## src/rtl/sha512_pkg.sv

```systemverilog
// ----------------------------------------------------------------------------
// SHA-512 package
// Round constants, initial hash words and controller command/status types.
// ----------------------------------------------------------------------------
package sha512_pkg;

  localparam int unsigned WordW    = 64;
  localparam int unsigned Rounds   = 80;
  localparam int unsigned RndW     = 7;
  localparam int unsigned BufDepth = 16;
  localparam int unsigned PosW     = 4;
  localparam int unsigned VbW      = 4;
  localparam logic [7:0]  PadByte  = 8'h80;
  localparam logic [PosW-1:0] LenSlot = 4'd14;

  typedef logic [WordW-1:0] word_t;

  localparam word_t Iv [8] = '{
    64'h6a09e667f3bcc908, 64'hbb67ae8584caa73b, 64'h3c6ef372fe94f82b, 64'ha54ff53a5f1d36f1,
    64'h510e527fade682d1, 64'h9b05688c2b3e6c1f, 64'h1f83d9abfb41bd6b, 64'h5be0cd19137e2179
  };

  localparam word_t RoundK [Rounds] = '{
    64'h428A2F98D728AE22, 64'h7137449123EF65CD, 64'hB5C0FBCFEC4D3B2F, 64'hE9B5DBA58189DBBC,
    64'h3956C25BF348B538, 64'h59F111F1B605D019, 64'h923F82A4AF194F9B, 64'hAB1C5ED5DA6D8118,
    64'hD807AA98A3030242, 64'h12835B0145706FBE, 64'h243185BE4EE4B28C, 64'h550C7DC3D5FFB4E2,
    64'h72BE5D74F27B896F, 64'h80DEB1FE3B1696B1, 64'h9BDC06A725C71235, 64'hC19BF174CF692694,
    64'hE49B69C19EF14AD2, 64'hEFBE4786384F25E3, 64'h0FC19DC68B8CD5B5, 64'h240CA1CC77AC9C65,
    64'h2DE92C6F592B0275, 64'h4A7484AA6EA6E483, 64'h5CB0A9DCBD41FBD4, 64'h76F988DA831153B5,
    64'h983E5152EE66DFAB, 64'hA831C66D2DB43210, 64'hB00327C898FB213F, 64'hBF597FC7BEEF0EE4,
    64'hC6E00BF33DA88FC2, 64'hD5A79147930AA725, 64'h06CA6351E003826F, 64'h142929670A0E6E70,
    64'h27B70A8546D22FFC, 64'h2E1B21385C26C926, 64'h4D2C6DFC5AC42AED, 64'h53380D139D95B3DF,
    64'h650A73548BAF63DE, 64'h766A0ABB3C77B2A8, 64'h81C2C92E47EDAEE6, 64'h92722C851482353B,
    64'hA2BFE8A14CF10364, 64'hA81A664BBC423001, 64'hC24B8B70D0F89791, 64'hC76C51A30654BE30,
    64'hD192E819D6EF5218, 64'hD69906245565A910, 64'hF40E35855771202A, 64'h106AA07032BBD1B8,
    64'h19A4C116B8D2D0C8, 64'h1E376C085141AB53, 64'h2748774CDF8EEB99, 64'h34B0BCB5E19B48A8,
    64'h391C0CB3C5C95A63, 64'h4ED8AA4AE3418ACB, 64'h5B9CCA4F7763E373, 64'h682E6FF3D6B2B8A3,
    64'h748F82EE5DEFB2FC, 64'h78A5636F43172F60, 64'h84C87814A1F0AB72, 64'h8CC702081A6439EC,
    64'h90BEFFFA23631E28, 64'hA4506CEBDE82BDE9, 64'hBEF9A3F7B2C67915, 64'hC67178F2E372532B,
    64'hCA273ECEEA26619C, 64'hD186B8C721C0C207, 64'hEADA7DD6CDE0EB1E, 64'hF57D4F7FEE6ED178,
    64'h06F067AA72176FBA, 64'h0A637DC5A2C898A6, 64'h113F9804BEF90DAE, 64'h1B710B35131C471B,
    64'h28DB77F523047D84, 64'h32CAAB7B40C72493, 64'h3C9EBE0A15C9BEBC, 64'h431D67C49C100D4C,
    64'h4CC5D4BECB3E42B6, 64'h597F299CFC657E2A, 64'h5FCB6FAB3AD6FAEC, 64'h6C44198C4A475817
  };

  // word source selection for a push
  typedef enum logic [2:0] {
    SRC_MSG_E,
    SRC_PAD_E,
    SRC_ZERO_E,
    SRC_LEN_HI_E,
    SRC_LEN_LO_E
  } src_e;

  typedef struct packed {
    logic       load_in;    // capture input word and count
    logic       push;       // write one word into the block buffer
    src_e       src;
    logic       comp_start; // load working vars, clear round count
    logic       round;      // run one round
    logic       fold;       // add working vars into chain
    logic       emit;       // shift out one digest word
    logic       restart;    // back to initial state
  } dp_cmd_t;

  typedef struct packed {
    logic [PosW-1:0] pos;
    logic            block_full;
    logic            rounds_done;
    logic            in_last;
    logic            in_full;
  } dp_stat_t;

endpackage

```

## src/rtl/sha512_ctrl.sv

```systemverilog
// ----------------------------------------------------------------------------
// SHA-512 controller
// Sequences word pushes, padding, compression rounds and digest output.
// ----------------------------------------------------------------------------
module sha512_ctrl (
  input  logic                 clk_i,
  input  logic                 rst_ni,
  input  logic                 start_i,
  input  sha512_pkg::dp_stat_t stat_i,
  output sha512_pkg::dp_cmd_t  cmd_o,
  output logic                 busy_o,
  output logic                 emit_o,
  output logic                 emit_last_o
);
  import sha512_pkg::*;

  localparam logic [3:0] StIdle  = 4'd0;
  localparam logic [3:0] StPush  = 4'd1;
  localparam logic [3:0] StPad   = 4'd2;
  localparam logic [3:0] StZero  = 4'd3;
  localparam logic [3:0] StLenHi = 4'd4;
  localparam logic [3:0] StLenLo = 4'd5;
  localparam logic [3:0] StInit  = 4'd6;
  localparam logic [3:0] StRound = 4'd7;
  localparam logic [3:0] StFold  = 4'd8;
  localparam logic [3:0] StEmit  = 4'd9;

  logic [3:0] state_q, state_d, ret_q, ret_d;
  logic [2:0] cnt_q, cnt_d;

  always_ff @(posedge clk_i or negedge rst_ni) begin
    if (!rst_ni) begin
      state_q <= StIdle;
      ret_q   <= StIdle;
      cnt_q   <= '0;
    end else begin
      state_q <= state_d;
      ret_q   <= ret_d;
      cnt_q   <= cnt_d;
    end
  end

  // state to go to after a push, given the block state
  function automatic logic [3:0] after_push(input logic [3:0] nxt, input logic full);
    after_push = full ? StInit : nxt;
  endfunction

  logic [3:0] nxt_push;

  always_comb begin
    cmd_o       = '0;
    cmd_o.src   = SRC_MSG_E;
    state_d     = state_q;
    ret_d       = ret_q;
    cnt_d       = cnt_q;
    emit_o      = 1'b0;
    emit_last_o = 1'b0;
    nxt_push    = StIdle;
    unique case (state_q)
      StIdle: begin
        if (start_i) begin
          cmd_o.load_in = 1'b1;
          state_d       = StPush;
        end
      end
      StPush: begin
        cmd_o.push = 1'b1;
        cmd_o.src  = stat_i.in_last && !stat_i.in_full ? SRC_PAD_E : SRC_MSG_E;
        if (!stat_i.in_last) begin
          nxt_push = StIdle;
        end else if (stat_i.in_full) begin
          nxt_push = StPad;
        end else begin
          nxt_push = StZero;
        end
        ret_d   = nxt_push;
        state_d = after_push(nxt_push, stat_i.block_full);
      end
      StPad: begin
        cmd_o.push = 1'b1;
        cmd_o.src  = SRC_PAD_E;
        ret_d      = StZero;
        state_d    = after_push(StZero, stat_i.block_full);
      end
      StZero: begin
        if (stat_i.pos == LenSlot) begin
          state_d = StLenHi;
        end else begin
          cmd_o.push = 1'b1;
          cmd_o.src  = SRC_ZERO_E;
          ret_d      = StZero;
          state_d    = after_push(StZero, stat_i.block_full);
        end
      end
      StLenHi: begin
        cmd_o.push = 1'b1;
        cmd_o.src  = SRC_LEN_HI_E;
        state_d    = StLenLo;
      end
      StLenLo: begin
        cmd_o.push = 1'b1;
        cmd_o.src  = SRC_LEN_LO_E;
        ret_d      = StEmit;
        cnt_d      = '0;
        state_d    = StInit;
      end
      StInit: begin
        cmd_o.comp_start = 1'b1;
        state_d          = StRound;
      end
      StRound: begin
        cmd_o.round = 1'b1;
        if (stat_i.rounds_done) state_d = StFold;
      end
      StFold: begin
        cmd_o.fold = 1'b1;
        state_d    = ret_q;
      end
      StEmit: begin
        cmd_o.emit  = 1'b1;
        emit_o      = 1'b1;
        emit_last_o = &cnt_q;
        cnt_d       = cnt_q + 3'd1;
        if (&cnt_q) begin
          cmd_o.restart = 1'b1;
          state_d       = StIdle;
        end
      end
      default: state_d = StIdle;
    endcase
  end

  assign busy_o = (state_q != StIdle);

  a_emit_busy: assert property (@(posedge clk_i) disable iff (!rst_ni)
    emit_o |-> busy_o) else $error("emit while idle");
  a_last_end: assert property (@(posedge clk_i) disable iff (!rst_ni)
    emit_last_o |=> !busy_o) else $error("not idle after last digest word");
  a_start_acc: assert property (@(posedge clk_i) disable iff (!rst_ni)
    (start_i && !busy_o) |=> busy_o) else $error("start not taken");

endmodule

```

## config.mk

```make
export PLATFORM = sky130hd
export DESIGN_NAME = sha512_ctrl
export DESIGN_NICKNAME = d
export VERILOG_FILES = /design/src/rtl/sha512_pkg.sv /design/src/rtl/sha512_ctrl.sv
export SDC_FILE = /design/constraint.sdc
export NUM_CORES = 1
export LEC_CHECK = 0
export BUFFER_PORTS_ARGS = -buffer_cell sky130_fd_sc_hd__buf_2
export CAP_MARGIN = 20
export CORE_MARGIN = 2
export CORE_UTILIZATION = 43
export DETAILED_ROUTE_END_ITERATION = 12
export GPL_TIMING_DRIVEN = 0
export PLACE_DENSITY_LB_ADDON = 0.12
export SLEW_MARGIN = 5
export SYNTH_ARGS = -nofsm -noshare
export SYNTH_HDL_FRONTEND = slang
export SYNTH_SLANG_ARGS = --single-unit
export TNS_END_PERCENT = 50
```

## constraint.sdc

```tcl
create_clock -name clk_i -period 1.5 [get_ports clk_i]
set_input_delay 0.15 -clock clk_i [delete_from_list [all_inputs] [get_ports clk_i]]
set_output_delay 0.15 -clock clk_i [all_outputs]
set_load 0.005 [all_outputs]
```

==> results.md <==
- The flow ran to the end, but the final reports show violations.
- The final reports fail on setup timing.
- The signal on the critical path passes through buf_6 > and2_4 > a221o_1 > a221oi_2 > a31oi_1.
- At the pin with the least slew margin, the transition time is about 0.33 ns.
- The library cell used most frequently in the layout, excluding fill and tap cells, is sky130_fd_sc_hd__buf_2.
- The post-detailed-route DRC marker count is 0.
- After layout, the worst setup slack is -0.0383 ns.
- Final hold analysis gives a worst-case slack of 0.203 ns.
- The count of different cell masters after synthesis is 34.
- For this run the aggregate overflow at the end of global routing stands at 0.
- The clock drives 10 sinks.
- Synthesis produced a netlist whose cell count is 84.
- Once the floorplan was initialized, standard cells occupied between 40 and 50% of the core.
- STA puts the critical path data required time at between 1.5 and 2 ns.
- The maximum fanout along the worst path is 4.
- Of the cells placed in the final design, the portion with a size suffix greater than 1 is 52.1%.
- Using the TritonRoute via totals, the vias-per-cell ratio works out to 5.93.
- TritonCTS created 3 clock buffers.
- For hold timing, the worst endpoint is ret_q[1].
- The average cell area after synthesis is around 8.5 um^2.
- On the final layout, the worst clock skew is ~0.0032 ns.
- After the first detailed-routing iteration, the DRC count stood at 26.
- The final count of pins violating max slew is 0.
- Counting flops and latches in the post-synthesis netlist gives 10.
- Static timing analysis puts the maximum clock frequency at roughly 0.65 GHz.
- The clock tree root buffer cell is sky130_fd_sc_hd__clkbuf_4.
- The number of routed nets with antenna violations is 0.
- In this run the critical register-to-register path is captured at ret_q[0].
- Compared with the post-synthesis result, the final layout area differs by 51.0%.
- The number of ports placed on the die boundary is 24.
- Clock latency on the worst-skew pair, taken at its later pin, is roughly 0.27 ns.
- The number of antenna diodes in the final layout is 0.
- The average wire per standard cell is roughly 15 um.
- The x dimension of the die is roughly 45 um.
- VDD sags by at most 990 uV.
- The first-pass detailed-route iteration total is 4.
- The startpoint-to-endpoint class of the critical path is register to register.
- The proportion of synthesized chip area in sequential cells is between 30% and 40%.
- The clock tree from TritonCTS is done.
- The largest net degree at the start of global routing is 11.
- The area of the mapped netlist is ~720 um^2.
- The placed instances occupy a cell area of around 850 um^2.
- The floorplan row count is 14.
- Setup repair after global routing could not meet its margin everywhere.
- Global routing consumed, over all layers together, 20.1% of the routing resources.
- The type of destination of the critical path is a register.
- The total power density per cell area is ~2000 nW/um^2.
- The reported max-cap violation count is 0.
- The startpoint of the worst register-to-register path is state_q[0].
- CTS built an H-tree with a depth of 1.
- The maximum clock path buffer count is 2.
- The wire length of the first global-routing pass is around 3000 um.
- The launching element type of the critical path is a register.
- The slowest cell on the critical path is sky130_fd_sc_hd__dfrtp_1.
- The final critical delay including setup and external delays is ~1.5 ns.
- The largest stage delay on the critical path is ~0.41 ns.
- The final wirelength is a little over 2000 um.
- Setup violations remaining at the end of the flow were counted as 4.
- The number of nets in the finished design is 135.
- The initial antenna violation count is 0.
- At the end of routability-driven placement, the weighted congestion stood at 0.886.
- The final hold violation count came to 0.
- The routed layout has 812 vias.
- The die is 44.8 um tall.
- The worst hold path stage count is 3.
- Clock-pin slew was measured on the worst setup and hold paths at around 0.060 ns.
- The fraction of post-synthesis cell area in the top cell type by area is about a third.
- The finished cells cover around 1100 um^2.
- The biggest area contributor in the post-synthesis netlist is sky130_fd_sc_hd__dfrtp_1.
- The leakage component of the power is roughly 0.54 nW.
- When the netlist entered floorplanning its net count stood at between 90 and 100.
- For the worst setup path, the data arrival time is roughly 1.7 ns.
- Counting cells, the worst reg-to-reg path comes to 5.
- The count of port buffers added during placement is 23.
- The Yosys step of the flow raised 0 warnings.
- The final cycle utilization of the critical path is 103%.
- The region available for standard cell placement spans around 1500 um^2.
- The number of global-route vias before repair is around 670.
- In the layout the commonest cells are 22 x sky130_fd_sc_hd__buf_2, 10 x sky130_fd_sc_hd__dfrtp_1, 9 x sky130_fd_sc_hd__buf_4.
- The die area is between 2000 and 2500 um^2.
- Headroom to the max-slew limit came out at just under 80%.
- The startpoint identified for the worst hold timing path is stat_i[1].
- Detailed placement finished with a half-perimeter wire length of ~1300 um.
- After synthesis, the cell types taking the most area are sky130_fd_sc_hd__dfrtp_1 35%, sky130_fd_sc_hd__nand2b_1 5.2%, sky130_fd_sc_hd__nand2_1 4.2%.
- The path class of the lowest-slack min-delay path is primary input to register.
- The setup slack of the most critical reg-to-reg path is -0.04 ns.
==> stage by stage <==
step	total power, W	setup slack (ns)	instances	utilization (%)	TNS (ns)
floorplan	0.00117	0.134	84	-	0
global placement	0.00144	0.0411	123	55.3	0
detailed placement	0.00144	0.0341	123	55.3	0
CTS	0.00187	-0.0321	133	64.1	-0.0906
global route	0.00227	-0.0953	137	70.2	-0.470
finish	0.00210	-0.0383	137	70.2	-0.0579
==> cells by family after synthesis <==
kind of cell             Yosys count  share of synthesized area (%)
adder cells (fa/ha/maj)            2                           3.49
multiplexers                       1                           1.57
AND/OR/NAND/NOR                   35                           24.3
flip-flops                        10                           34.9
buffers and inverters             10                           7.68
AO/OA/AOI/OAI                     26                           28.1
==> synthesized netlist by cell type <==
master / number
sky130_fd_sc_hd__a2111o_1: 1
sky130_fd_sc_hd__a2111oi_2: 1
sky130_fd_sc_hd__a211oi_1: 2
sky130_fd_sc_hd__a21o_1: 2
sky130_fd_sc_hd__a21oi_1: 4
sky130_fd_sc_hd__a221o_1: 1
sky130_fd_sc_hd__a221oi_1: 1
sky130_fd_sc_hd__a221oi_2: 1
sky130_fd_sc_hd__a22o_1: 2
sky130_fd_sc_hd__a2bb2oi_1: 1
sky130_fd_sc_hd__a31oi_1: 2
sky130_fd_sc_hd__and2_1: 2
sky130_fd_sc_hd__and3_1: 2
sky130_fd_sc_hd__and4b_1: 1
sky130_fd_sc_hd__buf_1: 1
sky130_fd_sc_hd__buf_2: 2
sky130_fd_sc_hd__buf_4: 2
sky130_fd_sc_hd__buf_6: 1
sky130_fd_sc_hd__dfrtp_1: 10
sky130_fd_sc_hd__ha_1: 2
sky130_fd_sc_hd__inv_1: 3
sky130_fd_sc_hd__inv_2: 1
sky130_fd_sc_hd__mux2_2: 1
sky130_fd_sc_hd__nand2_1: 8
sky130_fd_sc_hd__nand2b_1: 6
sky130_fd_sc_hd__nand3_1: 2
sky130_fd_sc_hd__nor2_1: 8
sky130_fd_sc_hd__nor2_2: 1
sky130_fd_sc_hd__nor3_1: 5
sky130_fd_sc_hd__o211ai_1: 1
sky130_fd_sc_hd__o21a_1: 1
sky130_fd_sc_hd__o21ai_0: 4
sky130_fd_sc_hd__o311ai_1: 1
sky130_fd_sc_hd__o32ai_1: 1
==> where the power goes <==
group          leakage, nW  total, W  switching (W)  internal (W)
combinational        0.390   0.00140       0.000721      0.000681
clock               0.0210  0.000238      0.0000908      0.000147
sequential           0.125  0.000463      0.0000868      0.000376
total                0.535   0.00210       0.000899       0.00121
==> worst max-delay path: cells and delay by family, from the launching register on <==
kind                   cells  cell delay (ns)
AO/OA/AOI/OAI              3             0.71
flip-flops                 1             0.41
AND/OR/NAND/NOR            1             0.15
buffers and inverters      1             0.14
==> cell type report <==
class	instances	area, um^2
multi-input cells	64	492
fillers	113	459
flip-flops and latches	10	250
repair buffers	34	214
plain buffers	5	52.6
clock buffers	4	36.3
well taps	16	20.0
inverters	4	17.5
==> repair_timing <==
action	in CTS	in global routing
hold buffers	1	0
setup endpoints to repair	11	12
gates resized for setup	17	18
hold endpoints to repair	10	0
pin swaps	1	6
buffers inserted	5	5
==> worst max-delay path by stage <==
stage / start / to / slack (ns) / cells past startpoint
5_1_grt: state_q[0] / ret_q[0] / -0.1 / 5
6_report: state_q[0] / ret_q[0] / -0.04 / 5
4_1_cts: state_q[2] / cmd_o[2] / -0.03 / 3
2_1_floorplan: state_q[2] / ret_q[0] / 0.13 / 5
3_3_place_gp: state_q[1] / ret_q[0] / 0.04 / 4
3_5_place_dp: state_q[1] / ret_q[0] / 0.03 / 4
==> state kept, by name, summed over array words and instances, names as in the netlist <==
name,flops
cnt_q,3
ret_q,3
state_q,4
==> metal layers <==
layer	vias up	part of all wire, %	GRT usage, %
met5	-	0	0
met4	0	1.8	5.88
met3	6	8.2	6.00
met2	37	48	31.3
met1	386	42	27.2
li1	383	-	-
(Power assumes the default switching activity.)
